### src/sv/twdr_pkg.sv
`default_nettype none
package twdr_pkg;
    localparam int WORD_BITS = 64;
    localparam int DIV_STEPS = 2 * WORD_BITS;
    localparam int HALF_BITS = WORD_BITS / 2;
    typedef logic [WORD_BITS-1:0] t_word;

    // Data carried from one division cell to the next.
    typedef struct packed {
        logic  vld;
        t_word num_hi;  // bits of the dividend not yet shifted in
        t_word num_lo;
        t_word dsr;     // divisor word d1 + 1
        t_word quo;
        t_word rem;
        t_word d1;
        t_word d2;
    } t_cell;
endpackage
`default_nettype wire

### src/sv/twdr_cell.sv
`default_nettype none
// One restoring division step: shift one dividend bit into the remainder,
// subtract the divisor when it fits.
module twdr_cell (
    input  wire             i_clk,
    input  wire             i_rst_n,
    input  wire             i_en,
    input  twdr_pkg::t_cell i_cell,
    output twdr_pkg::t_cell o_cell
);
    twdr_pkg::t_cell r_cell;
    twdr_pkg::t_cell n_cell;
    logic [twdr_pkg::WORD_BITS:0] w_sh;

    always_comb begin
        n_cell = i_cell;
        w_sh = {i_cell.rem, i_cell.num_hi[twdr_pkg::WORD_BITS-1]};
        n_cell.num_hi = {i_cell.num_hi[twdr_pkg::WORD_BITS-2:0],
                         i_cell.num_lo[twdr_pkg::WORD_BITS-1]};
        n_cell.num_lo = {i_cell.num_lo[twdr_pkg::WORD_BITS-2:0], 1'b0};
        if (w_sh >= {1'b0, i_cell.dsr}) begin
            n_cell.rem = twdr_pkg::WORD_BITS'(w_sh - {1'b0, i_cell.dsr});
            n_cell.quo = {i_cell.quo[twdr_pkg::WORD_BITS-2:0], 1'b1};
        end else begin
            n_cell.rem = w_sh[twdr_pkg::WORD_BITS-1:0];
            n_cell.quo = {i_cell.quo[twdr_pkg::WORD_BITS-2:0], 1'b0};
        end
    end

    always_ff @(posedge i_clk) begin
        if (!i_rst_n) begin
            r_cell.vld <= 1'b0;
        end else if (i_en) begin
            r_cell.vld <= i_cell.vld;
        end
        if (i_en) begin
            r_cell.num_hi <= n_cell.num_hi;
            r_cell.num_lo <= n_cell.num_lo;
            r_cell.dsr    <= n_cell.dsr;
            r_cell.quo    <= n_cell.quo;
            r_cell.rem    <= n_cell.rem;
            r_cell.d1     <= n_cell.d1;
            r_cell.d2     <= n_cell.d2;
        end
    end

    assign o_cell = r_cell;
endmodule
`default_nettype wire

### config.mk
export PLATFORM = sky130hd
export DESIGN_NAME = twdr_cell
export DESIGN_NICKNAME = d
export VERILOG_FILES = /design/src/sv/twdr_pkg.sv /design/src/sv/twdr_cell.sv
export SDC_FILE = /design/constraint.sdc
export NUM_CORES = 1
export LEC_CHECK = 0
export BUFFER_PORTS_ARGS = -buffer_cell sky130_fd_sc_hd__buf_2
export CORE_AREA = 2 2 348 350
export DETAILED_ROUTE_END_ITERATION = 6
export DIE_AREA = 0 0 350 352
export PLACE_DENSITY = 0.41
export SYNTH_ARGS = -nofsm -noshare
export SYNTH_HDL_FRONTEND = slang
export SYNTH_SLANG_ARGS = --single-unit
### constraint.sdc
create_clock -name i_clk -period 4.15 [get_ports i_clk]
set_input_delay 0.6225 -clock i_clk [delete_from_list [all_inputs] [get_ports i_clk]]
set_output_delay 0.6225 -clock i_clk [all_outputs]
set_load 0.01 [all_outputs]
Yosys cells after proc, flatten, opt, wreduce, memory -nomap -nowiden
Index checks and enable logic that the tools add are counted.
Widths: inputs -> output; s select.
{"block": "classes", "order_cmp": 1, "add_sub_neg": 1, "n_mux": 1}
{"op": "$ge 65x64->1", "n": 1}
{"op": "$mux 65", "n": 1}
{"op": "$sub 64x64->64", "n": 1}
{"block": "word_totals", "output_inout_bits": 449, "word_cells": 11, "inputBits": 452, "register_bits": 448}

Longest topological paths before layout
{"block": "logic_depth", "ltp_word": 2, "ltp_mapped": 14, "ltp_nobuf": 13}

Worst setup path after synthesis
OpenSTA, ideal clock, no wires.
{"block": "synth_timing", "kind": "input to register", "from": "in i_cell[304] in the netlist's numbering", "to": "reg r_cell, in the netlist o_cell[190] (data pin)", "required_time_ns": 3.890, "t_arrival_ns": 3.295, "setup_slack_ns": 0.596, "n_path_buf": 2, "path_stages": 10, "setup_ns": 0.260, "cell_sequence": "inv_1 > ha_1 > clkbuf_1 > nand4_1 > or4_1 > o41ai_4 > a2111oi_4 > nor3_4 > buf_4 > mux2_2"}
{"item": "from (decl)", "line": "twdr_cell.sv:8", "text": "input twdr_pkg::t_cell i_cell,"}
{"item": "to (decl)", "line": "twdr_cell.sv:11", "text": "twdr_pkg::t_cell r_cell;"}

==> reports/results.tsv <==
metric	value	unit
Critical Path Start	i_cell[146]	
sequential cell area fraction in the yosys report	73.1	%
grt ovf	0	
Routed WL	102000	µm
worst hold path startpoint	i_cell[365]	
all-layer global routing usage	15.8	%
EDFF count, synth	447	
worst hold slack	0.115	ns
Avg Cell Area, Syn	14.7	µm²
core footprint	119000	µm²
Rows	127	
TritonCTS Sinks	448	
Hold Buf Count CTS	0	
Ys Warns	0	
First-pass DRT Iterations	5	
Worst-path clk slew	0.07	ns
clock tree buffer depth	3	
routed len/inst	26.0	µm
Initial Utilization	15.4	%
Most used DFF post-synth	edfxtp_1	
DR top layer	met5	
Slowest-stage cell, CP	a2111oi_0	
Worst setup SP type	input pin	
final period demand of the worst path	3.61	ns
clk_lat worst skew	0.64	ns
mux cell area share after synthesis	0.898	%
RR Startpoint	o_cell[448]$_SDFFE_PN0P_	
WP buf/inv	3	
register area	13400	µm²
unrepaired setup endpoints after global routing	false	
Max VDD drop	0.000289	V
Reg2Reg Depth	2	
setup TNS	0	ns
area of the multi-input gates	4450	µm²
IO Port Bufs	898	
Met2 Wirelength	48600	µm
cell area after synthesis	18400	µm²
slowest cell delay on critical path	0.71	ns
Die X	350	µm
CTS buffer count	58	
combinational family with the most area after synthesis	compound AO/OA/AOI/OAI gates	
largest net degree at the start of global routing	83	
status	finished, final reports clean	
Synth Area in Adders	4.46	%
Remaining DRCs	0	
Largest register FFs	448	
slew margin rel.	46.8	%
Worst Max-Slew Pin Slew	0.777	ns
arrival time of the worst setup path	4.00	ns
die area	123000	µm²
CTS tree	built	
Post-synth ARST share	0	%
Post-Place Cells	3808	
met1 wire length	38000	µm
Vias/cell	3.77	
power per cell area	477	nW/µm²
CP endpoint kind	register	
crit path max fanout	3	
critical path class	in -> reg	
share of cells above drive strength 1	47.7	%
count of different cell masters after synthesis	62	
XOR/XNOR Fraction of Synth Area	2.76	%
clk_skew	0	ns
DPL Wire Length	85500	µm
initial DRC count	1020	
Final Non-Filler Cells	3923	
period utilisation layout	87.0	%
CP Cell Sequence	buf_2 > ha_1 > a21oi_1 > nor2_1 > a2111oi_0 > a22o_1 > nor2_1 > buf_4 > a21o_1 > a2111oi_0 > buf_4 > o41ai_1 > xor2_1 > mux2_2	
initial antenna violation count	83	
CP Data Required Time	4.54	ns
Final Power	13.1	mW
nets	2773	
worst hold-check path type	in -> reg	
vias in the first global route	15000	
Layout fillers	12900	
Vert. Die Dim	352	µm
cell family with most CP delay	compound AO/OA/AOI/OAI gates	
most frequent cells in the layout	buf_2 (897), edfxtp_1 (447), a21oi_1 (134)	
commonest non-fill, non-tap cell in the layout	buf_2	
Leak Pwr	11.7	nW
FF+latch count, synth	448	
met3 WL post-DR	10700	µm
fmax	277	MHz
# Post-CTS Setup Buffers	0	
final max-slew violation count	0	
routability cong.	0.824	
number of H-tree levels	2	
Compound-Gate Fraction of Synth Area	9.70	%
routed vias	14800	
Finish-stage setup viols	0	
Max Cap Violations	0	
I/O Pins	901	
syn_nets	1769	
Reg2Reg Setup Slack	3.54	ns
first-pass GRT wire length	131000	µm
Mapped Cells	1252	
critical path depth	14	
area grow syn2layout	49.3	%
final hold viol count	0	
Simple-Gate Fraction of Synth Area	6.34	%
Hold Path Cell Cnt	1	
# resized after CTS	0	
Root Buffer	clkbuf_16	
ANT nets after route	0	
-- where the power goes --
| group | total [mW] | switching [mW] | internal (mW) |
|---|---|---|---|
| combinational | 2.27 | 1.40 | 0.871 |
| clock | 5.23 | 2.22 | 3.01 |
| sequential | 5.58 | 0.112 | 5.47 |
| total | 13.1 | 3.74 | 9.36 |
-- cell families after synthesis --
kind of cell,count (synthesis)
AO/OA/AOI/OAI,286
XOR/XNOR,58
adder cells (fa/ha/maj),65
buffers and inverters,124
flip-flops,448
multiplexers,15
other,1
AND/OR/NAND/NOR,255
-- synthesized netlist by cell type, types with 3 or more instances --
cell type  count  area share [%]
clkbuf_1      20            0.41
ha_1          64             4.4
a21boi_0       3            0.12
nand2b_1       4            0.14
edfxtp_1     447              73
o31ai_1        6            0.24
o21ai_1        4            0.11
o21bai_1      17            0.69
xnor2_1       40             1.9
nor2_1       101             2.1
o41ai_1        3            0.14
nand2_1       63             1.3
nand4_1       22            0.75
nor2b_1        7            0.24
mux2i_1        3            0.16
o21ai_0       39             1.1
a31oi_1        9            0.31
a211oi_1       4            0.16
inv_1         84             1.7
buf_4          7            0.29
mux2_2         3            0.18
a21oi_1      134             3.6
and2_1         3            0.10
or2_2          4            0.14
buf_2         13            0.35
a21o_1        31             1.3
xor2_1        18            0.86
a2111oi_0      4            0.19
mux2_1         9            0.55
and3_1         7            0.24
o21a_1         7            0.29
o22ai_1        3            0.10
nor3_1        15            0.41
nand3_1       16            0.44
or3_1          4            0.14
-- worst paths after layout --
check / endpoint
worst max-delay path: o_cell[190]$_DFFE_PP_
worst max register to register: o_cell[448]$_SDFFE_PN0P_
worst min register to register: o_cell[448]$_SDFFE_PN0P_
worst min-delay path: o_cell[366]$_DFFE_PP_
-- area by class of cell --
type | instances | share of cell area, %
multi-input combinational | 680 | 16.2
tap | 1612 | 7.34
timing repair buffer | 984 | 19.2
inverter | 84 | 1.15
antenna | 9 | 0.0820
sequential | 448 | 48.9
clock inverter | 45 | 1.80
clock buffer | 61 | 5.33
-- per-stage QoR --
step,instance area [µm²],setup slack (ns),util [%]
after floorplan,18400,0.596,-
after global placement,25500,-0.0980,21.4
after detailed placement,25500,-0.112,21.4
after CTS,27400,0.605,23.0
after global routing,27500,0.405,23.0
final,27500,0.541,23.0
-- metal layers --
metal / up-vias / global-route usage (%)
met5: - / 0
met4: 40 / 6.66
met3: 190 / 6.66
met2: 721 / 26.5
met1: 7121 / 17.4
li1: 6726 / -
Note: power is estimated with default switching activity, not from simulation.
